**src/hdl/pebs_pkg.sv**
```systemverilog
// Package for the peak element search block: request and response payloads,
// the job record passed from front to back, and the back-end state codes.
// No dependencies.
package pebs_pkg;

   localparam int DEPTH_DEFAULT      = 1024;
   localparam int DATA_WIDTH_DEFAULT = 32;
   localparam int VALUE_W            = 32;
   localparam int PEAK_W             = 10;
   localparam int JOB_CNT_W          = 17;
   localparam int NUM_BANKS          = 2;
   localparam int QUEUE_DEPTH        = 2;

   typedef struct packed {
      logic signed [VALUE_W-1:0] value;
      logic                      last;
   } req_type;

   typedef struct packed {
      logic [PEAK_W-1:0] peak_index;
      logic              found;
      logic              overflow;
   } rsp_type;

   typedef struct packed {
      logic                 bank;
      logic [JOB_CNT_W-1:0] count;
      logic                 overflow;
   } job_type;

   typedef enum logic [3:0] {
      BS_IDLE,
      BS_FIRST0,
      BS_FIRST1,
      BS_FIRST2,
      BS_LAST0,
      BS_LAST1,
      BS_LAST2,
      BS_MID,
      BS_LEFT,
      BS_RIGHT,
      BS_EVAL,
      BS_EMIT
   } back_state_type;

endpackage

```
**src/hdl/pebs_queue.sv**
```systemverilog
// Two-entry job queue between the loading front end and the search back end.
// Depends on pebs_pkg for the queue depth.
module pebs_queue #(
   parameter int WIDTH = 8
) (
   input  logic             clock,
   input  logic             reset,
   input  logic             push,
   input  logic [WIDTH-1:0] push_data,
   input  logic             pop,
   output logic             pop_valid,
   output logic [WIDTH-1:0] pop_data
);

   localparam int PTR_W = $clog2(pebs_pkg::QUEUE_DEPTH);
   localparam int CNT_W = $clog2(pebs_pkg::QUEUE_DEPTH + 1);

   logic [WIDTH-1:0] entry_ff [pebs_pkg::QUEUE_DEPTH];
   logic [PTR_W-1:0] wr_ptr_ff, wr_ptr_in;
   logic [PTR_W-1:0] rd_ptr_ff, rd_ptr_in;
   logic [CNT_W-1:0] fill_ff, fill_in;
   logic             do_pop;

   assign pop_valid = (fill_ff != '0);
   assign pop_data  = entry_ff[rd_ptr_ff];
   assign do_pop    = pop && pop_valid;

   always_comb begin
      wr_ptr_in = wr_ptr_ff;
      rd_ptr_in = rd_ptr_ff;
      fill_in   = fill_ff;
      if (push) begin
         wr_ptr_in = (wr_ptr_ff == PTR_W'(pebs_pkg::QUEUE_DEPTH - 1)) ? '0 : wr_ptr_ff + 1'b1;
      end
      if (do_pop) begin
         rd_ptr_in = (rd_ptr_ff == PTR_W'(pebs_pkg::QUEUE_DEPTH - 1)) ? '0 : rd_ptr_ff + 1'b1;
      end
      if (push && !do_pop) begin
         fill_in = fill_ff + 1'b1;
      end else if (do_pop && !push) begin
         fill_in = fill_ff - 1'b1;
      end
   end

   always_ff @(posedge clock) begin
      if (reset) begin
         wr_ptr_ff <= '0;
         rd_ptr_ff <= '0;
         fill_ff   <= '0;
      end else begin
         wr_ptr_ff <= wr_ptr_in;
         rd_ptr_ff <= rd_ptr_in;
         fill_ff   <= fill_in;
      end
   end

   always_ff @(posedge clock) begin
      if (push) begin
         entry_ff[wr_ptr_ff] <= push_data;
      end
   end

   // The front end holds back once both banks are taken, so the queue never fills up.
   a_no_push_when_full: assert property (@(posedge clock) disable iff (reset)
      push |-> (fill_ff != CNT_W'(pebs_pkg::QUEUE_DEPTH)))
      else $error("job queue pushed while full");

endmodule

```
**config.mk**
```make
export PLATFORM = sky130hd
export DESIGN_NAME = pebs_queue
export DESIGN_NICKNAME = d
export VERILOG_FILES = /design/src/hdl/pebs_pkg.sv /design/src/hdl/pebs_queue.sv
export SDC_FILE = /design/constraint.sdc
export NUM_CORES = 1
export LEC_CHECK = 0
export BUFFER_PORTS_ARGS = -buffer_cell sky130_fd_sc_hd__buf_2
export CAP_MARGIN = 0
export CELL_PAD_IN_SITES_DETAIL_PLACEMENT = 1
export CELL_PAD_IN_SITES_GLOBAL_PLACEMENT = 1
export CORE_ASPECT_RATIO = 0.6
export CORE_UTILIZATION = 32
export CTS_BUF_LIST = sky130_fd_sc_hd__clkbuf_8
export DETAILED_ROUTE_END_ITERATION = 8
export PLACE_DENSITY_LB_ADDON = 0.1
export SYNTH_ARGS = -nofsm -noshare
export SYNTH_HDL_FRONTEND = slang
export SYNTH_SLANG_ARGS = --single-unit
```
**constraint.sdc**
```tcl
create_clock -name clock -period 1.78 [get_ports clock]
set_clock_uncertainty 0.05 [all_clocks]
set_input_delay 0.356 -clock clock [delete_from_list [all_inputs] [get_ports clock]]
set_output_delay 0.356 -clock clock [all_outputs]
set_load 0.005 [all_outputs]
```
==> flow_summary_export.csv <==
group,metric,value,unit
grt,grt_max_degree,13,
yosys,avgSynthCellArea,16.92,um2
route,drt_iter0_markers,3,
floorplan,ios,21,
worst_setup_path,path_max_fanout,4,
hold_path,hold_class,"in2reg",
layout,layout.nets,84,
floorplan,dieHeight,40.20,um
route,drc,0,
placed_design,portBuffers,20,
layout,insertedDiodeCount,0,
cts,path_clk_slew,0.07,ns
power_and_ir_drop,p_leak,0.3775,nW
route,wl,1224,um
placed_design,dp_hpwl,911.9,um
grt,overflow,0,
worst_setup_path,startpoint_type,"flip-flop",
sta,post-route-period-util,90.00,%
yosys,syn-instance-count,46,
sta,fmax,624.2,MHz
power_and_ir_drop,power.density,1294,nW/um2
floorplan,core,2228,um2
cts,ctsResizeCount,0,
cts,cts_tree,"done",
flow_run,cap_violations,0,
layout,drive_gt1_share,50.00,%
worst_setup_path,crit_required,1.91,ns
hold_path,hold_path_end,"entry_ff[0][1]",
route,wl_per_cell,12.24,um
yosys,yosys-top-cells-area,"edfxtp_1, dfxtp_1, mux2_2, xor2_1, nor2_1",
yosys,synth_nets,59,
power_and_ir_drop,vdd_drop_max,0.5524,mV
worst_setup_path,crit_start,"fill_ff[0]",
floorplan,fp.dieArea,2640,um2
worst_setup_path,endpoint_kind,"flip-flop",
sta,grt_setup_unrepaired,"false",
hold_path,hold_start,"push_data[1]",
sta,finalHoldViolations,0,
hold_path,hold_depth,1,
route,via_per_inst,4.280,
sta,tns,0,ns
worst_setup_path,cp_data_arrival_time,1.73,ns
yosys,synth_top_area_share,61.74,%
sta,finalSetupViolCount,0,
yosys,synth_cell_types,14,
cts,clockRootBuffer,"clkbuf_8",
yosys,synth_top_area_cell,"edfxtp_1",
grt,grt_pass1_wl,1952,um
route,drt-pass1-iter-count,2,
run_status,run_status,"complete, no violations",
cts,numCtsBuffers,3,
cts,clock_latency,0.25,ns
placed_design,globalplace.congestion,0.7361,
worst_setup_path,r2r_end,"fill_ff[1]",
cts,cts.sinks,21,
cts,htreeDepth,1,
route,postRouteAntennaNets,0,
sta,slew_headroom,74.49,%
worst_setup_path,r2r_start,"fill_ff[0]",
layout,nFillCells,233,
layout,fin_cells,100,
yosys,netlist_area,778.2,um2
yosys,ys_seq_area_share,74.60,%
worst_setup_path,reg2reg_slack,0.18,ns
floorplan,start_util,34.92,%
grt,grt_pass1_vias,401,
yosys,ys_warn_count,0,
grt,antenna_found_initial,0,
sta,worst_slew_pin_slew,0.3826,ns
floorplan,num_rows,13,
floorplan,dieWidth,65.67,um
route,vias,428,
worst_setup_path,r2r_cells,4,
yosys,synth-seq-cells,21,
sta,slew_violations,0,
cts,cts_hold_buf,0,
placed_design,dp.cells,96,
worst_setup_path,path_class,"reg2reg",
grt,grt_usage,10.77,%
layout,syn_to_final_growth,24.12,%
cts,cts_buffer_depth,2,
cts,cts_setup_buffers,0,
sta,fin_crit,1.602,ns
sequential cells by signal, indices dropped and copies added (netlist names), named ones only:
signal     count
fill_ff        2
rd_ptr_ff      1
wr_ptr_ff      1
entry_ff      16
per-layer routing:
metal  routed length (um)  track usage [%]
met5                    0                0
met4                   15            3.261
met3                   63            3.693
met2                  570            18.62
met1                  573            13.07
worst max-delay path by stage:
stage	end	slack, ns	cells after the start
2_1_floorplan	fill_ff[1]	0.30	4
3_3_place_gp	fill_ff[1]	0.25	4
3_5_place_dp	fill_ff[1]	0.19	4
4_1_cts	pop_data[7]	0.03	2
5_1_grt	fill_ff[1]	0.03	4
6_report	fill_ff[1]	0.18	4
area by class of cell:
type                    instances  area, um2  share of cell area [%]
well taps                      30      37.54                   3.886
clock inverters                 1      5.005                  0.5181
flip-flops and latches         21      581.8                   60.23
repair buffers                 21      107.6                   11.14
clock buffers                   3      41.29                   4.275
multi-input cells              24      192.7                   19.95
cell families (layout without fill, tap and decap cells):
family / Yosys count / count (layout) / share of synthesized area (%)
multiplexers: 8 / 8 / 11.58
AND/OR/NAND/NOR: 8 / 8 / 5.146
XOR/XNOR: 4 / 4 / 4.502
flip-flops: 21 / 21 / 74.60
AO/OA/AOI/OAI: 3 / 3 / 1.929
adder cells (fa/ha/maj): 1 / 1 / 1.607
buffers and inverters: 1 / 25 / 0.6425
worst max-delay path, stage by stage, from the launching register on:
cell and delay, ns:
dfxtp_1 0.34, o21ai_0 0.28, ha_1 0.33, or3_1 0.38, a21oi_1 0.15
cells in the final DEF, fill, tap and decap left out, types with 2 or more instances in the layout:
master	netlist	layout
buf_2	1	20
clkbuf_8	0	3
nor2_1	4	4
o21ai_0	2	2
mux2_2	8	8
xor2_1	3	3
edfxtp_1	16	16
dfxtp_1	5	4
report_power, final:
group / internal [mW] / switching, mW
clock: 0.155 / 0.136
combinational: 0.174 / 0.120
sequential: 0.600 / 0.0648
Yosys cell counts:
| library cell | count |
|---|---|
| xor2_1 | 3 |
| ha_1 | 1 |
| buf_2 | 1 |
| nor2_1 | 4 |
| edfxtp_1 | 16 |
| or3_1 | 1 |
| nor2b_1 | 1 |
| a21oi_1 | 1 |
| and2_1 | 1 |
| mux2_2 | 8 |
| dfxtp_1 | 5 |
| or2_2 | 1 |
| xnor2_1 | 1 |
| o21ai_0 | 2 |
stage by stage:
step                instance area [um2]  setup slack [ns]  power, mW  hold WS (ns)  util [%]
global placement                  918.4            0.2516     0.9651        0.4457     41.21
floorplan                         778.2            0.3019     0.8538        0.3751         -
finish                            965.9            0.1780      1.250        0.2378     43.35
detailed placement                918.4            0.1900     0.9723        0.4544     41.21
global route                      965.9           0.03101      1.339        0.2300     43.35
CTS                               964.7           0.03329      1.268        0.2338     43.29
Note: power is estimated with default switching activity, not from simulation.
