**src/hdl/pebs_pkg.sv**
```systemverilog
// Package for the peak element search block: request and response payloads,
// the job record passed from front to back, and the back-end state codes.
// No dependencies.
package pebs_pkg;

   localparam int DEPTH_DEFAULT      = 1024;
   localparam int DATA_WIDTH_DEFAULT = 32;
   localparam int VALUE_W            = 32;
   localparam int PEAK_W             = 10;
   localparam int JOB_CNT_W          = 17;
   localparam int NUM_BANKS          = 2;
   localparam int QUEUE_DEPTH        = 2;

   typedef struct packed {
      logic signed [VALUE_W-1:0] value;
      logic                      last;
   } req_type;

   typedef struct packed {
      logic [PEAK_W-1:0] peak_index;
      logic              found;
      logic              overflow;
   } rsp_type;

   typedef struct packed {
      logic                 bank;
      logic [JOB_CNT_W-1:0] count;
      logic                 overflow;
   } job_type;

   typedef enum logic [3:0] {
      BS_IDLE,
      BS_FIRST0,
      BS_FIRST1,
      BS_FIRST2,
      BS_LAST0,
      BS_LAST1,
      BS_LAST2,
      BS_MID,
      BS_LEFT,
      BS_RIGHT,
      BS_EVAL,
      BS_EMIT
   } back_state_type;

endpackage

```
**src/hdl/pebs_front.sv**
```systemverilog
// Front end: takes element requests, writes them into the current RAM bank
// and hands a finished array to the back end as a job. Depends on pebs_pkg.
module pebs_front #(
   parameter int DEPTH      = pebs_pkg::DEPTH_DEFAULT,
   parameter int DATA_WIDTH = pebs_pkg::DATA_WIDTH_DEFAULT
) (
   input  logic                        clock,
   input  logic                        reset,
   input  logic                        req_valid,
   output logic                        req_stall,
   input  pebs_pkg::req_type           req_data,
   output logic                        wr_en,
   output logic [$clog2(DEPTH):0]      wr_addr,
   output logic [DATA_WIDTH-1:0]       wr_data,
   output logic                        job_push,
   output pebs_pkg::job_type           job_data,
   input  logic                        release_bank
);

   localparam int IDX_W  = $clog2(DEPTH);
   localparam int CNT_W  = $clog2(DEPTH + 1);
   localparam int PEND_W = $clog2(pebs_pkg::NUM_BANKS + 1);

   logic [CNT_W-1:0]  count_ff, count_in, count_next;
   logic              ov_ff, ov_in, ov_next;
   logic              bank_ff, bank_in;
   logic [PEND_W-1:0] pending_ff, pending_in;
   logic              accept;

   assign req_stall = (pending_ff == PEND_W'(pebs_pkg::NUM_BANKS));
   assign accept    = req_valid && !req_stall;
   assign wr_en     = accept && (count_ff < CNT_W'(DEPTH));
   assign wr_addr   = {bank_ff, count_ff[IDX_W-1:0]};
   assign wr_data   = DATA_WIDTH'(req_data.value);

   assign count_next = wr_en ? count_ff + 1'b1 : count_ff;
   assign ov_next    = ov_ff || (accept && !wr_en);
   assign job_push   = accept && req_data.last;

   always_comb begin
      job_data.bank     = bank_ff;
      job_data.count    = pebs_pkg::JOB_CNT_W'(count_next);
      job_data.overflow = ov_next;
      count_in = count_next;
      ov_in    = ov_next;
      bank_in  = bank_ff;
      if (job_push) begin
         count_in = '0;
         ov_in    = 1'b0;
         bank_in  = !bank_ff;
      end
      pending_in = pending_ff;
      if (job_push && !release_bank) begin
         pending_in = pending_ff + 1'b1;
      end else if (release_bank && !job_push) begin
         pending_in = pending_ff - 1'b1;
      end
   end

   always_ff @(posedge clock) begin
      if (reset) begin
         count_ff   <= '0;
         ov_ff      <= 1'b0;
         bank_ff    <= 1'b0;
         pending_ff <= '0;
      end else begin
         count_ff   <= count_in;
         ov_ff      <= ov_in;
         bank_ff    <= bank_in;
         pending_ff <= pending_in;
      end
   end

   a_pending_bound: assert property (@(posedge clock) disable iff (reset)
      pending_ff <= PEND_W'(pebs_pkg::NUM_BANKS))
      else $error("more arrays pending than there are banks");

   a_release_has_job: assert property (@(posedge clock) disable iff (reset)
      release_bank |-> (pending_ff != '0))
      else $error("bank released with no array pending");

endmodule

```
**config.mk**
```make
export PLATFORM = sky130hd
export DESIGN_NAME = pebs_front
export DESIGN_NICKNAME = d
export VERILOG_FILES = /design/src/hdl/pebs_pkg.sv /design/src/hdl/pebs_front.sv
export SDC_FILE = /design/constraint.sdc
export NUM_CORES = 1
export LEC_CHECK = 0
export BUFFER_PORTS_ARGS = -buffer_cell sky130_fd_sc_hd__buf_2
export CORE_MARGIN = 5
export CORE_UTILIZATION = 27
export CTS_CLUSTER_DIAMETER = 30
export DETAILED_ROUTE_END_ITERATION = 12
export SYNTH_ARGS = -nofsm -noshare
export SYNTH_HDL_FRONTEND = slang
export SYNTH_SLANG_ARGS = --single-unit
```
**constraint.sdc**
```tcl
create_clock -name clock -period 2.6 [get_ports clock]
set_clock_uncertainty 0.15 [all_clocks]
set_input_delay 0.26 -clock clock [delete_from_list [all_inputs] [get_ports clock]]
set_output_delay 0.26 -clock clock [all_outputs]
set_load 0.05 [all_outputs]
```
==> results of run 1 <==
-- Yosys cell counts, drive strengths merged (3+ instances only) --
cell / number
nand3: 5
nor2: 3
dfxtp: 15
xnor2: 4
buf: 53
xor2: 8
and3: 3
nor2b: 12
-- power by group through the flow --
stage	logic [mW]	registers, mW	clock network, mW
6_report	0.190	0.255	0.188
5_1_grt	0.202	0.258	0.209
4_1_cts	0.192	0.255	0.195
3_5_place_dp	0.192	0.260	0
3_3_place_gp	0.191	0.260	0
2_1_floorplan	0.313	0.258	0
-- cell type report --
cell class                      count  area share, %
Timing Repair Buffer               31           14.1
Clock buffer                        4           4.10
Inverter                            2           1.14
Tap cell                           52           5.93
Multi-Input combinational cell     65           47.3
Sequential cell                    15           27.4
-- registers in the layout (all words and copies together) (netlist names) --
| name | cells |
|---|---|
| ov_ff | 1 |
| pending_ff | 2 |
| bank_ff | 1 |
| count_ff | 11 |
-- routing by layer --
metal / global-route usage (%) / wire length, um / up-vias
li1: - / - / 341
met1: 7.90 / 835 / 311
met2: 11.3 / 1020 / 24
met3: 3.40 / 222 / 4
met4: 4.64 / 30 / 0
met5: 0 / 0 / -
-- path summary, 6_finish.rpt --
path                              startpoint                          to  slack [ps]  depth (start not counted)
setup / recovery      count_ff[2]$_SDFF_PP0_                job_data[10]         400                          5
hold / removal                         reset        bank_ff$_SDFFE_PP0P_         100                          2
setup reg to reg  pending_ff[0]$_SDFFE_PP0P_  pending_ff[1]$_SDFFE_PP0P_         840                          5
hold reg to reg   pending_ff[1]$_SDFFE_PP0P_  pending_ff[1]$_SDFFE_PP0P_         380                          2
-- cells in the final DEF, fill, tap and decap left out --
cell,instances
nor3_1,1
and3_4,1
a31o_2,1
and2_1,1
and3_1,2
nor2b_2,10
buf_2,31
mux2_1,1
o21ai_0,1
mux2i_1,1
nand2b_2,1
and4_1,1
or3b_1,1
nand2b_4,1
a31o_1,1
xor2_2,1
or3_1,2
clkbuf_8,3
or2_4,1
nor4_2,2
a21oi_1,1
nor2b_1,2
dfxtp_1,15
inv_6,1
conb_1,6
and4_2,1
nor2_1,3
nand3_1,5
ha_1,2
xnor2_1,4
inv_1,1
nor4b_2,2
clkbuf_1,1
xor2_1,7
nand4_1,2
-- logic make-up (layout without fill, tap and decap cells) --
group,count (synthesis),after routing,synth area share (%)
xor+xnor,12,12,8.65
mux,2,2,1.75
flops,15,15,24.7
other cells,1,6,0.309
simple gates,39,39,25.5
buf+inv,55,37,34.7
fa+ha+maj,2,2,2.06
compound gates,4,4,2.27
==> summary.txt, run 1 <==
Floorplan
  – Chip width: 77.1 um
  – Die footprint: 5940 um2
  – FP Rows: 24
  – Core Box Area: 4350 um2
  – Die height: 77.1 um
  – # IOs: 102
  – Initial core utilization: 27.9%

Pwr
  – Sw power: 0.234 mW
  – P per Cell Area: 576 nW/um2
  – Switching Share: 37.1%
  – Clk pwr share: 29.7%
  – Seq pwr share: 40.4%
  – Combinational group share of total power: 30.0%
  – Power, Total: 0.632 mW
  – Leakage: 0.532 nW
  – P_int: 0.398 mW
  – VDD IR max: 127 uV

Yosys
  – Post-synth top area share: 31.5%
  – Primary FF master, synth: dfxtp_1
  – Mapped Area: 1210 um2
  – Syn Inst Count: 130
  – Register area share after synthesis: 24.7%
  – FFs w/ async S/R, synth: 0%
  – #FFs+latches synth: 15
  – Largest cells by area after synthesis: buf_4 (32%), dfxtp_1 (25%), nor2b_2 (7.2%)
  – Yosys cell types: 34
  – Syn avg cell area: 9.35 um2
  – Yosys top cell by area: buf_4
  – Ys Warns: 0
  – Post-synth EDFFs: 0

Clock network
  – H-tree levels: 1
  – Worst-Skew Late Latency: 240 ps
  – Postcts setup bufs: 0
  – CTS sink count: 15
  – Hold Buf Count CTS: 0
  – Clock Pin Slew Worst Setup and Hold Paths: 60 ps
  – Post-CTS resize count: 0
  – CTS max path bufs: 2
  – Total CTS buffers: 3
  – TritonCTS clock tree: yes
  – Root Buffer: clkbuf_8

STA
  – Setup TNS: 0 ps
  – Period Utilization, post-route: 84.5%
  – Fmax: 0.455 GHz
  – Max-slew violations: 0
  – Final setup violating endpoints: 0
  – Hold WS: 96.4 ps
  – Endpoints failing hold: 0
  – Shortest period the worst path allows: 2200 ps
  – RSZ-0062 raised after global routing: false
  – Final WS setup: 402 ps

Setup path
  – Critical path's largest stage delay: 420 ps
  – WS Path Type: reg2out
  – CP cell instances: nand4_1 > nor3_1 > nand3_1 > xnor2_1 > buf_2
  – Startpoint Class: register
  – CP max-delay cell: dfxtp_1
  – Buf+Inv Stages, Crit Path: 1
  – Crit Path Max Fanout: 6
  – Crit path DAT: 1790 ps
  – Worst setup EP type: output port
  – Worst EP required: 2190 ps
  – Cell family with the largest share of critical-path delay: simple AND/OR/NAND/NOR gates

Route
  – WL per Instance: 12.5 um
  – DRC: 0
  – 1st-iter DRT viols: 36
  – Vias: 680
  – Detailed Route WL: 2.11 mm
  – Vias per inst: 4.02
  – Antenna Nets Post-Route: 0
  – First-pass detailed-route iteration total: 3

Place
  – Post-DP HPWL: 1.70 mm
  – Worst slack, placed: 649 ps
  – Placed Cells: 165
  – Port Buffers: 31
  – GPL Wtd Cong: 0.685
  – Placed Area: 1050 um2

Cells and area
  – Share of cells above drive strength 1: 47.9%
  – Final core occ: 25.2%
  – Multi-input logic area: 519 um2
  – Ant. Diodes: 0
  – Area Overhead vs Synth: -9.68%
  – Fin nets: 157
  – Non-Filler Instances: 169
  – Register area: 300 um2
  – Layout fillers: 462
  – Fin area: 1100 um2

GRT
  – Vias in the first global route: 715
  – First-pass GRT wire length: 3.46 mm
  – Largest net degree at the start of global routing: 12
  – All-layer global routing usage: 7.27%
  – Initial antenna violation count: 0
  – Gr ovfl total: 0

Flow run
  – Max_cap viols: 0

Run status
  – Outcome: finished, final reports clean

Worst hold path
  – Path type of the worst min-delay path: in2reg
Note: power is estimated with default switching activity, not from simulation.
==> run 2, diff against run 1 <==
Settings changed: ABC_AREA set to 1.
Clock period 2.6 ns to 2.16 ns, I/O delays scaled along.
==> run 2 against run 1 <==
Net effect:
- utilization grew 0.93 points
- die area grew 2.3%
- area after synthesis grew 2.7%
- final cell count grew 28%
- non-clock buffer count grew 1
- wire length grew 12%
- synthesized cell count grew 35%
- sequential cell count is the same
- critical path depth grew 4
- critical path type unchanged
- largest cell class unchanged
- highest routed layer unchanged
==> summary.txt, run 2 <==
Clock network
  – Worst-Skew Late Latency: 250 ps (about the same)
  – CTS max path bufs: 2 (unchanged)
  – CTS sink count: 15 (unchanged)
  – Hold Buf Count CTS: 0 (unchanged)
  – Total CTS buffers: 3 (unchanged)
  – Root Buffer: clkbuf_8
  – TritonCTS clock tree: yes
  – H-tree levels: 1 (unchanged)
  – Clock Pin Slew Worst Setup and Hold Paths: 60 ps (about the same)

Cells and area
  – Largest reg by FF count: count_ff
  – Layout fillers: 500 (+8.2%)
  – Ant. Diodes: 0 (unchanged)
  – Most frequent cells in the layout: nand2_1 (34), buf_2 (29), inv_1 (17), dfxtp_1 (13), nor2_1 (9)
  – Largest regs: count_ff x11, pending_ff x2
  – Multi-input logic area: 489 um2 (-5.8%)
  – Fin nets: 204 (+30%)
  – Area Overhead vs Synth: -7.52%
  – Share of cells above drive strength 1: 33.5% (-14 points)
  – Commonest non-fill, non-tap cell in the layout: nand2_1
  – Largest register FFs: 11 (unchanged)
  – Non-Filler Instances: 216 (+28%)
  – Register area: 303 um2 (+0.83%)

Floorplan
  – # IOs: 102 (unchanged)
  – Die height: 78.0 um (+1.2%)
  – FP Rows: 24 (unchanged)
  – Chip width: 78.0 um (+1.2%)
  – Die footprint: 6080 um2 (+2.3%)
  – Core Box Area: 4410 um2 (+1.4%)
  – Initial core utilization: 28.3% (+0.36 points)

GRT
  – Initial antenna violation count: 0 (unchanged)
  – Vias in the first global route: 805 (+13%)
  – All-layer global routing usage: 7.66% (+0.39 points)
  – Gr ovfl total: 0 (unchanged)
  – First-pass GRT wire length: 3.77 mm (+9.0%)
  – Largest net degree at the start of global routing: 17 (+5)

Yosys
  – Syn avg cell area: 7.09 um2 (-24%)
  – Mapped Area: 1250 um2 (+2.7%)
  – Register area share after synthesis: 24.1% (-0.64 points)
  – Most frequent cell after synthesis: buf_4
  – #FFs+latches synth: 15 (unchanged)
  – FFs w/ async S/R, synth: 0% (unchanged)
  – Largest cells by area after synthesis: buf_4 (31%), dfxtp_1 (24%), nand2_1 (10%)
  – Primary FF master, synth: dfxtp_1
  – Yosys cell types: 26 (-24%)
  – Post-synth EDFFs: 0 (unchanged)
  – Top post-synthesis cells by count: buf_4 (51), nand2_1 (34), inv_1 (17)
  – Syn Inst Count: 176 (+35%)
  – Post-synth top area share: 30.7% (-0.82 points)
  – Yosys top cell by area: buf_4
  – Ys Warns: 0 (unchanged)

STA
  – RSZ-0062 raised after global routing: false
  – Endpoints failing hold: 0 (unchanged)
  – Fmax: 0.504 GHz
  – Final WS setup: 176 ps (-226 ps)
  – Shortest period the worst path allows: 1980 ps
  – Period Utilization, post-route: 91.8%
  – Hold WS: 19.1 ps (-77.3 ps)
  – Max-slew violations: 0 (unchanged)
  – Final setup violating endpoints: 0 (unchanged)
  – Setup TNS: 0 ps (unchanged)

Setup path
  – Crit Path Max Fanout: 6 (unchanged)
  – Worst setup EP type: output port
  – Crit path DAT: 1620 ps (-170 ps)
  – Startpoint Class: register
  – Worst EP required: 1790 ps (-400 ps)
  – WS Path Type: reg2out

Route
  – Antenna Nets Post-Route: 0 (unchanged)
  – Detailed Route WL: 2.37 mm (+12%)
  – DRC: 0 (unchanged)
  – WL per Instance: 11.0 um (-12%)
  – First-pass detailed-route iteration total: 4 (+1)
  – 1st-iter DRT viols: 53 (+47%)
  – Vias: 876 (+29%)
  – Vias per inst: 4.06 (+0.79%)

Place
  – Port Buffers: 31 (unchanged)
  – Worst slack, placed: 392 ps (-257 ps)
  – Placed Cells: 211 (+28%)
  – Post-DP HPWL: 1.85 mm (+8.5%)
  – GPL Wtd Cong: 0.767 (+12%)

Worst hold path
  – Path type of the worst min-delay path: in2reg

Pwr
  – Power, Total: 0.742 mW (+17%)
  – P per Cell Area: 644 nW/um2 (+12%)
  – VDD IR max: 266 uV (+110%)
  – Leakage: 0.591 nW (+11%)

Flow run
  – Max_cap viols: 0 (unchanged)

Run status
  – Outcome: finished, final reports clean
-- run 2: worst paths after layout --
kind / endpoint / cells after the start / slack, ps / from
worst max-delay path: job_data[9] / 9 / 180 / count_ff[0]$_SDFF_PP0_
worst min-delay path: bank_ff$_SDFFE_PP0P_ / 2 / 20 / reset
worst max register to register: pending_ff[1]$_SDFFE_PP0P_ / 9 / 520 / pending_ff[0]$_SDFFE_PP0P_
worst min register to register: bank_ff$_SDFFE_PP0P_ / 2 / 330 / bank_ff$_SDFFE_PP0P_
-- run 2: cell families after synthesis --
logic type,synth area share [%]
AO/OA/AOI/OAI,9.53
XOR/XNOR,0.702
adder cells (fa/ha/maj),2.01
buffers and inverters,38.2
flip-flops,24.1
other,0.301
AND/OR/NAND/NOR,25.2
-- run 2: worst max-delay path, cell delays in order, from the launching register on --
cell and delay (ps):
dfxtp_1 400, ha_1 210, inv_1 60, nor2_1 170
nand2_1 80, nand2_1 60, nand2_1 50, nand2_1 80
nand2_1 60, clkbuf_4 210
-- run 2: routing by layer --
metal	share of wire, %	track usage [%]	wire length, um
met5	0	0	0
met4	0.55	2.53	13
met3	11	3.82	261
met2	46	12.4	1080
met1	43	8.73	1010
-- run 2: where the power goes --
group	switching [mW]	leakage, nW	total, mW	internal [mW]
logic	0.161	0.445	0.212	0.0514
clock network	0.101	0.0228	0.231	0.131
registers	0.0104	0.123	0.299	0.288
total	0.272	0.591	0.742	0.470
-- run 2: layout make-up --
type | count | area share [%]
flip-flops and latches | 15 | 26.2
multi-input cells | 94 | 42.4
repair buffers | 32 | 15.6
clock buffers | 4 | 3.90
well taps | 52 | 5.64
inverters | 19 | 6.18
-- run 2: metrics by stage --
stage	util, %	instance area [um2]
after floorplan	-	1270
after global placement	24.5	1080
after detailed placement	24.5	1080
after CTS	25.5	1130
after global routing	26.1	1150
final	26.1	1150
-- run 2: repair_timing --
| action | 4_1_cts | 5_1_grt |
|---|---|---|
| gates resized for setup | 0 | 4 |
| setup endpoints to repair | 0 | 4 |
| buffers inserted | 0 | 1 |
==> run 3, diff against run 2 <==
Settings changed: CORE_UTILIZATION 27 to 39, PLACE_DENSITY set to 0.81.
==> run 3 against run 2 <==
Net effect:
- clock power decreased by 29%
- utilization increased by 12 points
- maximum frequency fell by 1.4%
- die area down 27%
- final cell count down 1.4%
- wire length decreased by 2.6%
- final area up 1.1%
- sequential power is essentially flat
- worst setup slack worse by 28 ps
- critical endpoint is now job_data[6]
==> summary.txt, run 3 (synthesized netlist as in run 2, its figures left out) <==
Run status
  – Outcome: finished, final reports clean

Pwr
  – P per Cell Area: 585 nW/um2 (-9.0%)
  – VDD IR max: 325 uV (+22%)
  – Leakage: 0.602 nW (+1.9%)

STA
  – Final setup violating endpoints: 0 (unchanged)
  – Fmax: 0.497 GHz (-1.4%)
  – Final WS setup: 148 ps (-28.0 ps)
  – Period Utilization, post-route: 93.1% (+1.3 points)
  – Endpoints failing hold: 0 (unchanged)
  – Max-slew violations: 0 (unchanged)
  – RSZ-0062 raised after global routing: false
  – Shortest period the worst path allows: 2010 ps (+28.0 ps)
  – Setup TNS: 0 ps (unchanged)

Setup path
  – CP Launch Point: pending_ff[0]$_SDFFE_PP0P_
  – CP max-delay cell: dfxtp_1
  – Crit path DAT: 1650 ps (+30 ps)
  – Critical path's largest stage delay: 330 ps (-70 ps)
  – R2r setup slk: 520 ps (about the same)
  – Startpoint Class: register
  – Worst setup EP type: output port
  – WS Path Type: reg2out
  – Crit Path Max Fanout: 9 (+3)
  – Critical Path Most Common Cell: nand2_2
  – FF-to-FF Start: pending_ff[0]$_SDFFE_PP0P_
  – CP cell instances: inv_2 > nand2_2 > nand2_2 > nor2_4 > buf_4 > nand3b_1 > nand2_1 > buf_2
  – Worst EP required: 1790 ps (about the same)

Flow run
  – Max_cap viols: 0 (unchanged)

Clock network
  – Total CTS buffers: 3 (unchanged)
  – Root Buffer: clkbuf_4
  – Worst-Skew Late Latency: 280 ps (+30 ps)
  – CTS sink count: 15 (unchanged)
  – H-tree levels: 1 (unchanged)
  – TritonCTS clock tree: yes
  – CTS max path bufs: 2 (unchanged)
  – Clock Pin Slew Worst Setup and Hold Paths: 90 ps (+30 ps)

Cells and area
  – Area Overhead vs Synth: -6.52%
  – Register area: 304 um2 (+0.41%)
  – Share of cells above drive strength 1: 36.7% (+3.1 points)
  – Commonest non-fill, non-tap cell in the layout: nand2_1
  – Largest reg by FF count: count_ff
  – Multi-input logic area: 499 um2 (+2.0%)
  – Largest regs: count_ff x11, pending_ff x2
  – Most frequent cells in the layout: nand2_1 (34), buf_2 (28), inv_1 (17), dfxtp_1 (12)
  – Layout fillers: 355 (-29%)
  – Ant. Diodes: 0 (unchanged)
  – Fin nets: 209 (+2.5%)
  – Fin area: 1170 um2 (+1.1%)
  – Largest register FFs: 11 (unchanged)

Worst hold path
  – Min-delay src: req_data[0]
  – Path type of the worst min-delay path: in2reg

Floorplan
  – Initial core utilization: 40.9% (+13 points)
  – Die height: 66.6 um (-15%)
  – Chip width: 66.6 um (-15%)
  – # IOs: 102 (unchanged)
  – FP Rows: 20 (-17%)
  – Die footprint: 4430 um2 (-27%)
  – Core Box Area: 3050 um2 (-31%)

GRT
  – Initial antenna violation count: 0 (unchanged)
  – Gr ovfl total: 0 (unchanged)
  – All-layer global routing usage: 11.5% (+3.8 points)
  – Grt met1 use: 13.6% (+4.8 points)
  – M3 GR Usage: 5.23% (+1.4 points)
  – Busiest grt layer: met2
  – Met2 Use GR: 18.8% (+6.4 points)
  – Largest net degree at the start of global routing: 17 (unchanged)
  – Vias in the first global route: 880 (+9.3%)
  – First-pass GRT wire length: 3.92 mm (+3.8%)

Route
  – First-pass detailed-route iteration total: 4 (unchanged)
  – WL per Instance: 10.8 um (-1.2%)
  – Antenna Nets Post-Route: 0 (unchanged)
  – Vias per inst: 4.32 (+6.5%)
  – Vias: 920 (+5.0%)
  – Detailed Route WL: 2.30 mm (-2.6%)
  – DRC: 0 (unchanged)
  – 1st-iter DRT viols: 41 (-23%)

Place
  – GPL Wtd Cong: 0.738 (-3.7%)
  – Post-DP HPWL: 1.76 mm (-4.7%)
  – Worst slack, placed: 388 ps (-3.81 ps)
  – Placed Area: 1070 um2 (-0.93%)
  – Port Buffers: 31 (unchanged)
## run 3: changes by cell type in the layout (fill, tap and decap cells not counted), sizes merged
cell / change
dlygate4sd3: +1
buf: +3
clkbuf: +1
## run 3: path summary, 6_finish.rpt
path,cells after the start,end
max,8,job_data[6]
min,4,bank_ff$_SDFFE_PP0P_
max reg2reg,9,pending_ff[1]$_SDFFE_PP0P_
min reg2reg,2,bank_ff$_SDFFE_PP0P_
## run 3: where the power goes
group	leakage [nW]	switching, mW	internal, mW	total [mW]
clock	0.0150	0.0933	0.0717	0.165
combinational	0.464	0.162	0.0570	0.219
sequential	0.123	0.0104	0.288	0.299
total	0.602	0.266	0.417	0.683
## run 3: metrics by stage
stage	hold WS [ps]	power [mW]	instances	utilization (%)
3_5_place_dp	282	0.508	203	35.1
3_3_place_gp	282	0.503	203	35.1
4_1_cts	72.0	0.673	208	36.3
6_report	73.4	0.683	213	38.2
2_1_floorplan	135	0.652	181	-
5_1_grt	91.1	0.719	213	38.2
## run 3: layout make-up
| type | instances | area share [%] |
|---|---|---|
| inverter | 19 | 6.12 |
| timing repair buffer | 37 | 18.0 |
| tap | 44 | 4.72 |
| clock buffer | 4 | 2.25 |
| multi-input combinational | 94 | 42.8 |
| sequential | 15 | 26.1 |
## run 3: routing by layer
metal  part of all wire, %  vias to the layer above
li1                      -                      477
met3                   9.2                        4
met1                    43                      403
met4                  0.74                        0
met5                     0                        -
met2                    47                       36
## run 3: worst max-delay path: cells and delay by family, from the launching register on
family | cells | cell delay, ps
simple gates | 5 | 540
buf+inv | 3 | 480
flops | 1 | 330
## run 3: timing repair
action,4_1_cts,5_1_grt
hold buffers,1,0
setup endpoints to repair,0,6
endpoints found under the hold margin,2,0
setup buffers,0,5
resized for setup,0,9
