===== config.mk =====
export PLATFORM = sky130hd
export DESIGN_NAME = pebs_back
export DESIGN_NICKNAME = d
export VERILOG_FILES = /design/src/hdl/pebs_pkg.sv /design/src/hdl/pebs_back.sv
export SDC_FILE = /design/constraint.sdc
export NUM_CORES = 1
export LEC_CHECK = 0
export BUFFER_PORTS_ARGS = -buffer_cell sky130_fd_sc_hd__buf_2
export CAP_MARGIN = 20
export CORE_AREA = 4 4 126 128
export DETAILED_ROUTE_END_ITERATION = 12
export DIE_AREA = 0 0 130 132
export PLACE_DENSITY_LB_ADDON = 0.08
export SYNTH_ARGS = -nofsm -noshare
export SYNTH_HDL_FRONTEND = slang
export SYNTH_SLANG_ARGS = --single-unit
export TNS_END_PERCENT = 30

===== constraint.sdc =====
create_clock -name clock -period 4.23 [get_ports clock]
set_input_delay 0.423 -clock clock [delete_from_list [all_inputs] [get_ports clock]]
set_output_delay 0.423 -clock clock [all_outputs]
set_load 0.01 [all_outputs]

===== src/hdl/pebs_pkg.sv =====
// Package for the peak element search block: request and response payloads,
// the job record passed from front to back, and the back-end state codes.
// No dependencies.
package pebs_pkg;

   localparam int DEPTH_DEFAULT      = 1024;
   localparam int DATA_WIDTH_DEFAULT = 32;
   localparam int VALUE_W            = 32;
   localparam int PEAK_W             = 10;
   localparam int JOB_CNT_W          = 17;
   localparam int NUM_BANKS          = 2;
   localparam int QUEUE_DEPTH        = 2;

   typedef struct packed {
      logic signed [VALUE_W-1:0] value;
      logic                      last;
   } req_type;

   typedef struct packed {
      logic [PEAK_W-1:0] peak_index;
      logic              found;
      logic              overflow;
   } rsp_type;

   typedef struct packed {
      logic                 bank;
      logic [JOB_CNT_W-1:0] count;
      logic                 overflow;
   } job_type;

   typedef enum logic [3:0] {
      BS_IDLE,
      BS_FIRST0,
      BS_FIRST1,
      BS_FIRST2,
      BS_LAST0,
      BS_LAST1,
      BS_LAST2,
      BS_MID,
      BS_LEFT,
      BS_RIGHT,
      BS_EVAL,
      BS_EMIT
   } back_state_type;

endpackage


===== src/hdl/pebs_back.sv =====
// Back end: takes a job from the queue, searches its RAM bank for a peak and
// holds the response in an output register. Depends on pebs_pkg.
module pebs_back #(
   parameter int DEPTH      = pebs_pkg::DEPTH_DEFAULT,
   parameter int DATA_WIDTH = pebs_pkg::DATA_WIDTH_DEFAULT
) (
   input  logic                   clock,
   input  logic                   reset,
   input  logic                   job_valid,
   input  pebs_pkg::job_type      job_data,
   output logic                   job_pop,
   output logic [$clog2(DEPTH):0] rd_addr,
   input  logic [DATA_WIDTH-1:0]  rd_data,
   output logic                   release_bank,
   output logic                   rsp_valid,
   input  logic                   rsp_stall,
   output pebs_pkg::rsp_type      rsp_data
);

   localparam int IDX_W = $clog2(DEPTH);
   localparam int CNT_W = $clog2(DEPTH + 1);

   pebs_pkg::back_state_type state_ff, state_in;

   logic                         bank_ff, bank_in;
   logic [CNT_W-1:0]             n_ff, n_in;
   logic                         ov_ff, ov_in;
   logic signed [DATA_WIDTH-1:0] x_ff, x_in;
   logic signed [DATA_WIDTH-1:0] y_ff, y_in;
   logic [CNT_W-1:0]             lo_ff, lo_in;
   logic [CNT_W-1:0]             hi_ff, hi_in;
   logic [CNT_W-1:0]             mid_ff, mid_in;
   logic [CNT_W-1:0]             idx_ff, idx_in;
   logic                         found_ff, found_in;
   logic                         rsp_valid_ff, rsp_valid_in;
   pebs_pkg::rsp_type            rsp_data_ff, rsp_data_in;
   logic [CNT_W:0]               mid_sum;
   logic [IDX_W-1:0]             rd_idx;
   logic signed [DATA_WIDTH-1:0] rd_value;
   logic [CNT_W-1:0]             job_count;

   assign mid_sum   = {1'b0, lo_ff} + {1'b0, hi_ff};
   assign mid_in    = mid_sum[CNT_W:1];
   assign rd_value  = $signed(rd_data);
   assign rd_addr   = {bank_ff, rd_idx};
   assign job_count = CNT_W'(job_data.count);
   assign rsp_valid = rsp_valid_ff;
   assign rsp_data  = rsp_data_ff;

   always_comb begin
      state_in     = state_ff;
      bank_in      = bank_ff;
      n_in         = n_ff;
      ov_in        = ov_ff;
      x_in         = x_ff;
      y_in         = y_ff;
      lo_in        = lo_ff;
      hi_in        = hi_ff;
      idx_in       = idx_ff;
      found_in     = found_ff;
      rsp_valid_in = rsp_valid_ff && rsp_stall;
      rsp_data_in  = rsp_data_ff;
      job_pop      = 1'b0;
      release_bank = 1'b0;
      rd_idx       = '0;
      case (state_ff)
         pebs_pkg::BS_IDLE: begin
            if (job_valid) begin
               job_pop = 1'b1;
               bank_in = job_data.bank;
               n_in    = job_count;
               ov_in   = job_data.overflow;
               if (job_count <= CNT_W'(1)) begin
                  found_in = 1'b1;
                  idx_in   = '0;
                  state_in = pebs_pkg::BS_EMIT;
               end else begin
                  state_in = pebs_pkg::BS_FIRST0;
               end
            end
         end
         pebs_pkg::BS_FIRST0: begin
            rd_idx   = '0;
            state_in = pebs_pkg::BS_FIRST1;
         end
         pebs_pkg::BS_FIRST1: begin
            rd_idx   = IDX_W'(1);
            x_in     = rd_value;
            state_in = pebs_pkg::BS_FIRST2;
         end
         pebs_pkg::BS_FIRST2: begin
            if (x_ff > rd_value) begin
               found_in = 1'b1;
               idx_in   = '0;
               state_in = pebs_pkg::BS_EMIT;
            end else begin
               state_in = pebs_pkg::BS_LAST0;
            end
         end
         pebs_pkg::BS_LAST0: begin
            rd_idx   = IDX_W'(n_ff - CNT_W'(1));
            state_in = pebs_pkg::BS_LAST1;
         end
         pebs_pkg::BS_LAST1: begin
            rd_idx   = IDX_W'(n_ff - CNT_W'(2));
            x_in     = rd_value;
            state_in = pebs_pkg::BS_LAST2;
         end
         pebs_pkg::BS_LAST2: begin
            if (x_ff > rd_value) begin
               found_in = 1'b1;
               idx_in   = n_ff - CNT_W'(1);
               state_in = pebs_pkg::BS_EMIT;
            end else begin
               lo_in    = CNT_W'(1);
               hi_in    = n_ff - CNT_W'(2);
               state_in = pebs_pkg::BS_MID;
            end
         end
         pebs_pkg::BS_MID: begin
            rd_idx = IDX_W'(mid_in);
            if (lo_ff > hi_ff) begin
               found_in = 1'b0;
               idx_in   = '0;
               state_in = pebs_pkg::BS_EMIT;
            end else begin
               state_in = pebs_pkg::BS_LEFT;
            end
         end
         pebs_pkg::BS_LEFT: begin
            rd_idx   = IDX_W'(mid_ff - CNT_W'(1));
            x_in     = rd_value;
            state_in = pebs_pkg::BS_RIGHT;
         end
         pebs_pkg::BS_RIGHT: begin
            rd_idx   = IDX_W'(mid_ff + CNT_W'(1));
            y_in     = rd_value;
            state_in = pebs_pkg::BS_EVAL;
         end
         pebs_pkg::BS_EVAL: begin
            if ((x_ff > y_ff) && (x_ff > rd_value)) begin
               found_in = 1'b1;
               idx_in   = mid_ff;
               state_in = pebs_pkg::BS_EMIT;
            end else if (x_ff > y_ff) begin
               lo_in    = mid_ff + CNT_W'(1);
               state_in = pebs_pkg::BS_MID;
            end else begin
               hi_in    = mid_ff - CNT_W'(1);
               state_in = pebs_pkg::BS_MID;
            end
         end
         pebs_pkg::BS_EMIT: begin
            if (!rsp_valid_ff || !rsp_stall) begin
               rsp_valid_in           = 1'b1;
               rsp_data_in.peak_index = pebs_pkg::PEAK_W'(idx_ff);
               rsp_data_in.found      = found_ff;
               rsp_data_in.overflow   = ov_ff;
               release_bank           = 1'b1;
               state_in               = pebs_pkg::BS_IDLE;
            end
         end
         default: begin
            state_in = pebs_pkg::BS_IDLE;
         end
      endcase
   end

   always_ff @(posedge clock) begin
      if (reset) begin
         state_ff     <= pebs_pkg::BS_IDLE;
         rsp_valid_ff <= 1'b0;
      end else begin
         state_ff     <= state_in;
         rsp_valid_ff <= rsp_valid_in;
      end
   end

   always_ff @(posedge clock) begin
      bank_ff     <= bank_in;
      n_ff        <= n_in;
      ov_ff       <= ov_in;
      x_ff        <= x_in;
      y_ff        <= y_in;
      lo_ff       <= lo_in;
      hi_ff       <= hi_in;
      mid_ff      <= (state_ff == pebs_pkg::BS_MID) ? mid_in : mid_ff;
      idx_ff      <= idx_in;
      found_ff    <= found_in;
      rsp_data_ff <= rsp_data_in;
   end

   a_start_needs_job: assert property (@(posedge clock) disable iff (reset)
      (state_ff == pebs_pkg::BS_IDLE && state_in != pebs_pkg::BS_IDLE) |-> job_valid)
      else $error("search started without a queued job");

   a_search_low_bound: assert property (@(posedge clock) disable iff (reset)
      (state_ff == pebs_pkg::BS_MID) |-> (lo_ff != '0))
      else $error("binary search lower bound reached index zero");

   a_not_found_index: assert property (@(posedge clock) disable iff (reset)
      (rsp_valid_ff && !rsp_data_ff.found) |-> (rsp_data_ff.peak_index == '0))
      else $error("response without a peak carries a non-zero index");

endmodule


==> flow_summary.ini, run 1 <==
[status]
status = finished clean

[clocking]
cts_made_buffers = 17
clk_pin_slew_ps = 60
ctsHoldBuffers = 0
postCtsSetupRepairBufs = 0
htreeDepth = 4
cts_tree = built
cts_root_buffer = clkbuf_16
clk_path_buf_depth = 2
clock-sinks = 138
clock_latency_ps = 420
cts-resized-gates = 0

[drt]
route.detailed.drc = 0
routed_wl_um = 18300
routed_via_density = 5.72
avgRoutedWirePerCell_um = 17.5
antenna_left = 0
drt_iter0_markers = 508
dr.pass1.iters = 6
vias = 5964

[floorplan]
die_x_um = 130
num_io_pins = 81
dieArea_um2 = 17200
core_region_area_um2 = 14900
die_height_um = 132
start_util = 0.556
rows = 45

[timing]
fin_crit_sh = 0.890
worst_pin_slew_ps = 883
finalSetupViolations = 0
maxSlewViolCount = 0
setup_tns_ps = 0
fin_worst_skew_ps = 11.9
period_needed_ps = 3760
slew_headroom = 0.410
fmax_mhz = 266
hold_viol = 0
rsz0062_at_grt = no
fin_ws_ps = 467

[final_layout]
seqCellArea_um2 = 4090
nets = 991
fillers = 1212
diodes = 0
multi_input_area_um2 = 3720
area_growth_pct = 12.8
drive_gt1_frac = 0.149

[global_route]
first_global_vias = 5802
gr-total-overflow = 0
grt_max_degree = 33
antenna_found_initial = 0
grt_pass1_wl_um = 29500
grt_use_total = 0.220

[critical_path]
r2r_cells = 9
startpoint_type = flip-flop
cp.arrival_ps = 3340
criticalPathCategory = reg2out
r2r_setup_slack_ps = 1110
crit_top_cell = a221oi_1
critPathSlowestCell = dfxtp_1
r2r-end = idx_ff[1]
worstPathRequired_ps = 3810
cp_max_fo = 17
r2r-start = x_ff[31]
cp_cell_sequence = nor2_1, nand3_1, inv_1, a221oi_1, a21oi_1, a221oi_1, nand2_1, buf_2
cpPeakStageDelay_ps = 700
cp-end-kind = output pin
critPathTopFamily = compound AO/OA/AOI/OAI gates
worst-path-buf-inv = 2

[placed_design]
portBuffers = 74
pre_cts_slack_ps = 891
place_congestion = 0.898
post-dp-hpwl_um = 13900

[synthesis]
synth.area.top_cells = edfxtp_1, ha_1, inv_1
synth_nets = 918
yosysUniqueCellTypes = 65
yosysMostFrequentCell = edfxtp_1
synth_largest_area_cell = edfxtp_1
yosys_warnings = 0
syn_area_um2 = 8270
synth-edff-count = 133
synth_flop_cell = edfxtp_1
synth_top_area_share = 0.483
ys_ff_latch = 138
syn_inst = 771
synth-seq-area-share = 0.495
ys_async_sr_fraction = 0
yosys-top-cells-count = edfxtp_1, inv_1, ha_1
syn_avg_cell_area_um2 = 10.7

[worst_hold_path]
hold_end = ov_ff
hold_depth = 1
hp-class = in2reg
min-delay-start = job_data[0]

[power_and_ir_drop]
leakagePower_nw = 3.89
p_per_area_nw_per_um2 = 355
peakVddDrop_v = 0.000285

[run]
maxCapViolCount = 0
-- layout make-up --
| cell class | count | area share |
|---|---|---|
| Sequential cell | 138 | 0.439 |
| Clock buffer | 20 | 0.0468 |
| Timing Repair Buffer | 79 | 0.0438 |
| Tap cell | 188 | 0.0252 |
| Multi-Input combinational cell | 515 | 0.399 |
| Inverter | 93 | 0.0374 |
| Clock inverter | 9 | 0.00846 |
-- power breakdown --
| part | switching (mW) | total (mW) | internal (mW) |
|---|---|---|---|
| Clock | 0.535 | 1.33 | 0.791 |
| Combinational | 0.220 | 0.359 | 0.139 |
| Sequential | 0.0585 | 1.63 | 1.57 |
-- cell usage in the layout (no fill, tap or decap), types with 4 or more instances in the layout --
cell / n
buf_2: 74
a211oi_1: 5
o211ai_1: 4
and3_1: 6
xnor2_1: 20
inv_1: 93
xor2_1: 24
clkbuf_16: 17
nor2_1: 42
a31oi_1: 7
edfxtp_1: 133
ha_1: 91
o21ai_0: 41
nor3_2: 4
or3_1: 4
a221oi_1: 6
nor2b_1: 8
a22oi_1: 4
dfxtp_1: 5
o22ai_1: 9
nand3_1: 27
nor4_1: 4
buf_4: 5
nor3_1: 18
nand2_1: 63
nand4_1: 13
nand2b_1: 6
a21oi_1: 54
-- registers in the layout, summed over array words and instances, names as in the netlist --
signal and flops:
x_ff 32, hi_ff 11, ov_ff 1, state_ff 4, n_ff 11, rsp_data 12, found_ff 1, y_ff 32
idx_ff 10, mid_ff 11, bank_ff 1, rsp_valid 1, lo_ff 11
-- worst max path at each step --
stage | to | start | depth (start not counted) | slack [ps]
detailed placement | rd_addr[9] | lo_ff[0] | 10 | 890
global route | rd_addr[3] | state_ff[1] | 8 | 230
finish | rd_addr[3] | state_ff[1] | 8 | 470
floorplan | x_ff[0] | state_ff[2] | 4 | 690
CTS | rd_addr[9] | lo_ff[0] | 10 | 440
global placement | rd_addr[9] | lo_ff[0] | 10 | 930
-- per-layer routing --
layer  up-vias  part of all wire  GRT usage
li1       2939                 -          -
met1      2788              0.45      0.330
met2       218              0.46      0.330
met3        19             0.084     0.0417
met4         0             0.012     0.0612
met5         -                 0          0
-- stage by stage --
stage / cell area, um2 / hold WS (ps) / utilization / power (mW) / std cells
finish: 9320 / 177 / 0.627 / 3.31 / 1042
CTS: 9320 / 165 / 0.627 / 3.33 / 1042
floorplan: 8270 / 400 / - / 1.88 / 771
global route: 9320 / 171 / 0.627 / 3.45 / 1042
global placement: 8810 / 407 / 0.593 / 1.99 / 1013
detailed placement: 8810 / 410 / 0.593 / 2.01 / 1013
-- cells by family after synthesis --
| group | count (synthesis) | synth area share |
|---|---|---|
| xor+xnor | 44 | 0.0466 |
| flops | 138 | 0.495 |
| simple gates | 218 | 0.138 |
| fa+ha+maj | 92 | 0.140 |
| compound gates | 158 | 0.121 |
| mux | 3 | 0.00363 |
| buf+inv | 118 | 0.0549 |
Power figures use the tool's default switching activity.
==> inputs of run 2 (changes only) <==
ABC_AREA = 1   (was unset)
CORE_AREA = 4 4 125 127   (was 4 4 126 128)
CTS_CLUSTER_DIAMETER = 200   (was unset)
DIE_AREA = 0 0 129 131   (was 0 0 130 132)
==> run 2 against run 1 <==
Compared with the run above:
- sequential cell count stayed put
- synthesized cell count increased by 8.8%
- total power up 3.0%
- register-to-register slack gained 520 ps
- global-route usage grew 1.3 points
- area after synthesis fell by 1.0%
- sequential power fell by 2%
- final area is 0.62% higher
- die area is 1.5% lower
- clock skew shrank 3.4 ps
- critical path type unchanged
- via count rose by 2.3%
==> flow_summary.ini, run 2 <==
[timing]
hold_viol = 0
period_needed_ps = 3230
slew_headroom = 0.552
hold_slack_ps = 178
rsz0062_at_grt = no
fin_crit_sh = 0.763
worst_pin_slew_ps = 666
fmax_mhz = 310
setup_tns_ps = 0
maxSlewViolCount = 0
finalSetupViolations = 0
fin_worst_skew_ps = 8.42

[final_layout]
final_common_cell = nand2_1
nets = 1075
area_growth_pct = 14.6
diodes = 0
fin_cells = 1125
fillers = 1200
layout.cells.most_common_list = nand2_1, inv_1, edfxtp_1
drive_gt1_frac = 0.149

[drt]
dr.pass1.iters = 7
vias = 6101
routed_via_density = 5.42
drt_iter0_markers = 519
route.detailed.drc = 0
avgRoutedWirePerCell_um = 16.9
routed_wl_um = 19100
antenna_left = 0

[power_and_ir_drop]
peakVddDrop_v = 0.000269
p_per_area_nw_per_um2 = 364
p_clk_frac = 0.439
combPwrFrac = 0.096
swShare = 0.238
p_switching_mw = 0.813
power.internal_mw = 2.60
leakagePower_nw = 4.32
power_frac_seq = 0.465

[global_route]
gr-total-overflow = 0
grt_use_total = 0.234
grt_pass1_wl_um = 30200
antenna_found_initial = 0
first_global_vias = 6097
grt_max_degree = 37

[critical_path]
critPathTopFamily = simple AND/OR/NAND/NOR gates
cpPeakStageDelay_ps = 430
r2r_cells = 12
criticalPathCategory = reg2out
r2r-end = idx_ff[1]
cp-end-kind = output pin
r2r-start = x_ff[11]
r2r_setup_slack_ps = 1630
cp_cell_sequence = ha_1, nor4_1, a21o_1, nand2_1, a31oi_1, xor2_1, o21ai_1, buf_2
startpoint_type = flip-flop
worstPathRequired_ps = 3810
cp.arrival_ps = 2800
critPathSlowestCell = nor4_1
cp_max_fo = 7
worst-path-buf-inv = 1

[clocking]
ctsHoldBuffers = 0
clk_path_buf_depth = 2
cts_tree = built
clock-sinks = 138
cts_made_buffers = 17
cts_root_buffer = clkbuf_16
postCtsSetupRepairBufs = 0
clock_latency_ps = 420
htreeDepth = 4
clk_pin_slew_ps = 60
cts-resized-gates = 0

[synthesis]
synth_nets = 986
yosys_warnings = 0
syn_inst = 839
yosysUniqueCellTypes = 45
syn_avg_cell_area_um2 = 9.75
yosysMostFrequentCell = nand2_1
synth_top_area_share = 0.488
synth_largest_area_cell = edfxtp_1
synth.area.top_cells = edfxtp_1, ha_1, nand2_1
ys_ff_latch = 138
synth-seq-area-share = 0.500
syn_area_um2 = 8180
ys_async_sr_fraction = 0
yosys-top-cells-count = nand2_1, inv_1, edfxtp_1
synth_flop_cell = edfxtp_1
synth-edff-count = 133

[floorplan]
start_util = 0.567
num_io_pins = 81
core_region_area_um2 = 14400
dieArea_um2 = 16900
rows = 44
die_x_um = 129
die_height_um = 131

[worst_hold_path]
hold_end = n_ff[0]
hp-class = in2reg
hold_depth = 1
min-delay-start = job_data[1]

[placed_design]
post-dp-hpwl_um = 14500
place_inst = 1093
place_congestion = 0.944
portBuffers = 74

[run]
maxCapViolCount = 0

[status]
status = finished clean
[run 2: cell count changes after synthesis, sizes merged, moves of 8 or more]
cell	delta
nor2b	-8
clkbuf	-11
nor3	-13
nand2	+80
inv	+60
nor2	+36
o21ai	-12
xnor2	-11
[run 2: cell families after synthesis]
family,after synthesis,share of synthesized area
compound gates,128,0.0925
xor+xnor,35,0.0375
fa+ha+maj,92,0.142
buf+inv,168,0.0781
flops,138,0.500
mux,2,0.00245
simple gates,276,0.148
[run 2: how the worst max path moves through the flow]
stage,cells after the start,to,start,slack (ps)
after global routing,9,rd_addr[7],hi_ff[4],830
after CTS,8,rd_addr[7],lo_ff[4],1060
final,8,rd_addr[7],lo_ff[4],1000
after floorplan,8,rd_addr[8],state_ff[3],960
after detailed placement,8,rd_addr[7],lo_ff[4],1530
after global placement,8,rd_addr[7],lo_ff[4],1540
[run 2: through the flow]
stage               power (mW)  utilization  worst slack [ps]  cell area, um2
global placement          1.93        0.610              1540            8800
detailed placement        1.94        0.610              1530            8800
floorplan                 1.82            -               957            8180
CTS                       3.44        0.650              1060            9380
global route              3.54        0.650               831            9380
finish                    3.41        0.650              1000            9380
[run 2: final cells by class]
class / instances / area (um2) / share of cell area
clock buffer: 20 / 437 / 0.0466
clock inverter: 12 / 146 / 0.0156
inverter: 156 / 586 / 0.0624
multi-input combinational: 533 / 3460 / 0.369
sequential: 138 / 4090 / 0.436
tap: 184 / 230 / 0.0245
timing repair buffer: 82 / 430 / 0.0459
[run 2: power by group through the flow]
stage	clock network, mW	logic, mW	registers [mW]
after CTS	1.52	0.326	1.59
final	1.50	0.327	1.59
after floorplan	0	0.214	1.60
after global placement	0	0.313	1.61
after global routing	1.57	0.371	1.59
after detailed placement	0	0.323	1.62
[run 2: routing by layer]
metal  vias to the layer above  GRT usage  share of wire
li1                       3024          -              -
met3                        26     0.0370          0.057
met4                         0     0.0760          0.017
met2                       208      0.370           0.45
met1                      2843      0.332           0.48
met5                         -          0              0
==> inputs of run 3 (changes only) <==
clock period = 3 ns   (was 4.23 ns; I/O delays follow)
==> run 3 against run 2 <==
Compared with the run above:
- sequential power up 41%
- largest cell class unchanged
- via count about the same
- die area unchanged
- critical path depth is 2 higher
- global-route usage is 0.76 points lower
- wire length shrank 2.9%
- sequential share of layout area decreased by 0.88 points
- first-iteration DRC count is 25% lower
- clock-buffer cell count shrank 3
- critical endpoint unchanged
- critical path type unchanged
- non-clock buffer count is 7 higher
- largest power group unchanged
- final area grew 2.1%
- final cell count rose by 0.62%
==> flow_summary.ini, run 3 (synthesized netlist as in run 2, its figures left out) <==
[placed_design]
post-dp-hpwl_um = 14100
place_congestion = 0.951
portBuffers = 74
place_inst = 1095
dpl_cell_area_um2 = 8810
pre_cts_slack_ps = 334

[final_layout]
multi_input_area_um2 = 3560
final_common_cell = nand2_1
seqCellArea_um2 = 4090
final_core_util = 0.664
area_growth_pct = 17.0
drive_gt1_frac = 0.173
diodes = 0
fillers = 1176
layout.cells.most_common_list = nand2_1, inv_1, edfxtp_1
fin_cells = 1132
fin_area_um2 = 9570
nets = 1082

[clocking]
ctsHoldBuffers = 0
htreeDepth = 4
clock_latency_ps = 420
clk_path_buf_depth = 2
cts_made_buffers = 17
clock-sinks = 138
cts_tree = built
cts_root_buffer = clkbuf_16
clk_pin_slew_ps = 60

[timing]
fmax_mhz = 340
maxSlewViolCount = 0
hold_slack_ps = 55.0
rsz0062_at_grt = yes
fin_worst_skew_ps = 11.2
worst_pin_slew_ps = 571
fin_ws_ps = 61.0
fin_crit_sh = 0.980
finalSetupViolations = 0
slew_headroom = 0.616
hold_viol = 0
setup_tns_ps = 0
period_needed_ps = 2940

[floorplan]
core_region_area_um2 = 14400
dieArea_um2 = 16900
rows = 44
start_util = 0.567
die_x_um = 129
die_height_um = 131
num_io_pins = 81

[global_route]
first_global_vias = 5940
grt_use_total = 0.226
grt_max_degree = 35
gr-total-overflow = 0
grt_pass1_wl_um = 29100
antenna_found_initial = 0

[status]
status = finished clean

[drt]
antenna_left = 0
drt_iter0_markers = 387
route.detailed.drc = 0
avgRoutedWirePerCell_um = 16.4
vias = 6102
dr.pass1.iters = 5
routed_wl_um = 18500
routed_via_density = 5.39

[critical_path]
worstPathRequired_ps = 2700
r2r_cells = 10
critPathTopFamily = compound AO/OA/AOI/OAI gates
cp_max_fo = 5
startpoint_type = flip-flop
worst-path-buf-inv = 2
r2r_setup_slack_ps = 400
r2r-end = idx_ff[4]
critPathSlowestCell = edfxtp_1
cpPeakStageDelay_ps = 410
cp-end-kind = output pin
r2r-start = lo_ff[7]
cp_cell_sequence = ha_2, inv_2, a21oi_1, o31ai_2, a21o_1, nand2_1, a31oi_1, xor2_2, o21ai_1, buf_2
cp.arrival_ps = 2640
criticalPathCategory = reg2out

[power_and_ir_drop]
leakagePower_nw = 4.38
finalPower_mw = 4.91
peakVddDrop_v = 0.000431
p_per_area_nw_per_um2 = 513

[worst_hold_path]
min-delay-start = job_data[1]
hold_depth = 1
hold_end = n_ff[0]
hp-class = in2reg

[run]
maxCapViolCount = 0
run 3: repair_timing:
action	4_1_cts	5_1_grt
pin swaps	0	2
endpoints found under the setup margin	2	5
cloned	0	0
gates resized for setup	5	13
setup buffers	0	5
run 3: per-layer routing:
metal | wire length, um | GRT usage | vias up
met5 | 0 | 0 | -
met4 | 352 | 0.0778 | 0
met3 | 1250 | 0.0382 | 29
met2 | 8520 | 0.360 | 212
met1 | 8390 | 0.316 | 2826
li1 | - | - | 3035
run 3: final cells by class:
| class | count | share of cell area |
|---|---|---|
| tap | 184 | 0.0240 |
| multi-input combinational | 533 | 0.372 |
| clock inverter | 15 | 0.0207 |
| inverter | 156 | 0.0612 |
| clock buffer | 17 | 0.0444 |
| sequential | 138 | 0.428 |
| timing repair buffer | 89 | 0.0505 |
run 3: worst max path at each step:
stage                       endpoint   startpoint  depth (start not counted)
after global placement    rd_addr[7]     lo_ff[4]                          8
final                     rd_addr[7]     lo_ff[3]                         10
after floorplan            idx_ff[0]  state_ff[2]                          8
after detailed placement  rd_addr[7]     lo_ff[4]                          8
after global routing      rd_addr[6]     lo_ff[4]                         15
after CTS                 rd_addr[7]     lo_ff[4]                          8
run 3: where the power goes:
part	switching, mW	internal [mW]
registers	0.0458	2.19
logic	0.291	0.173
clock network	0.815	1.39
total	1.15	3.76
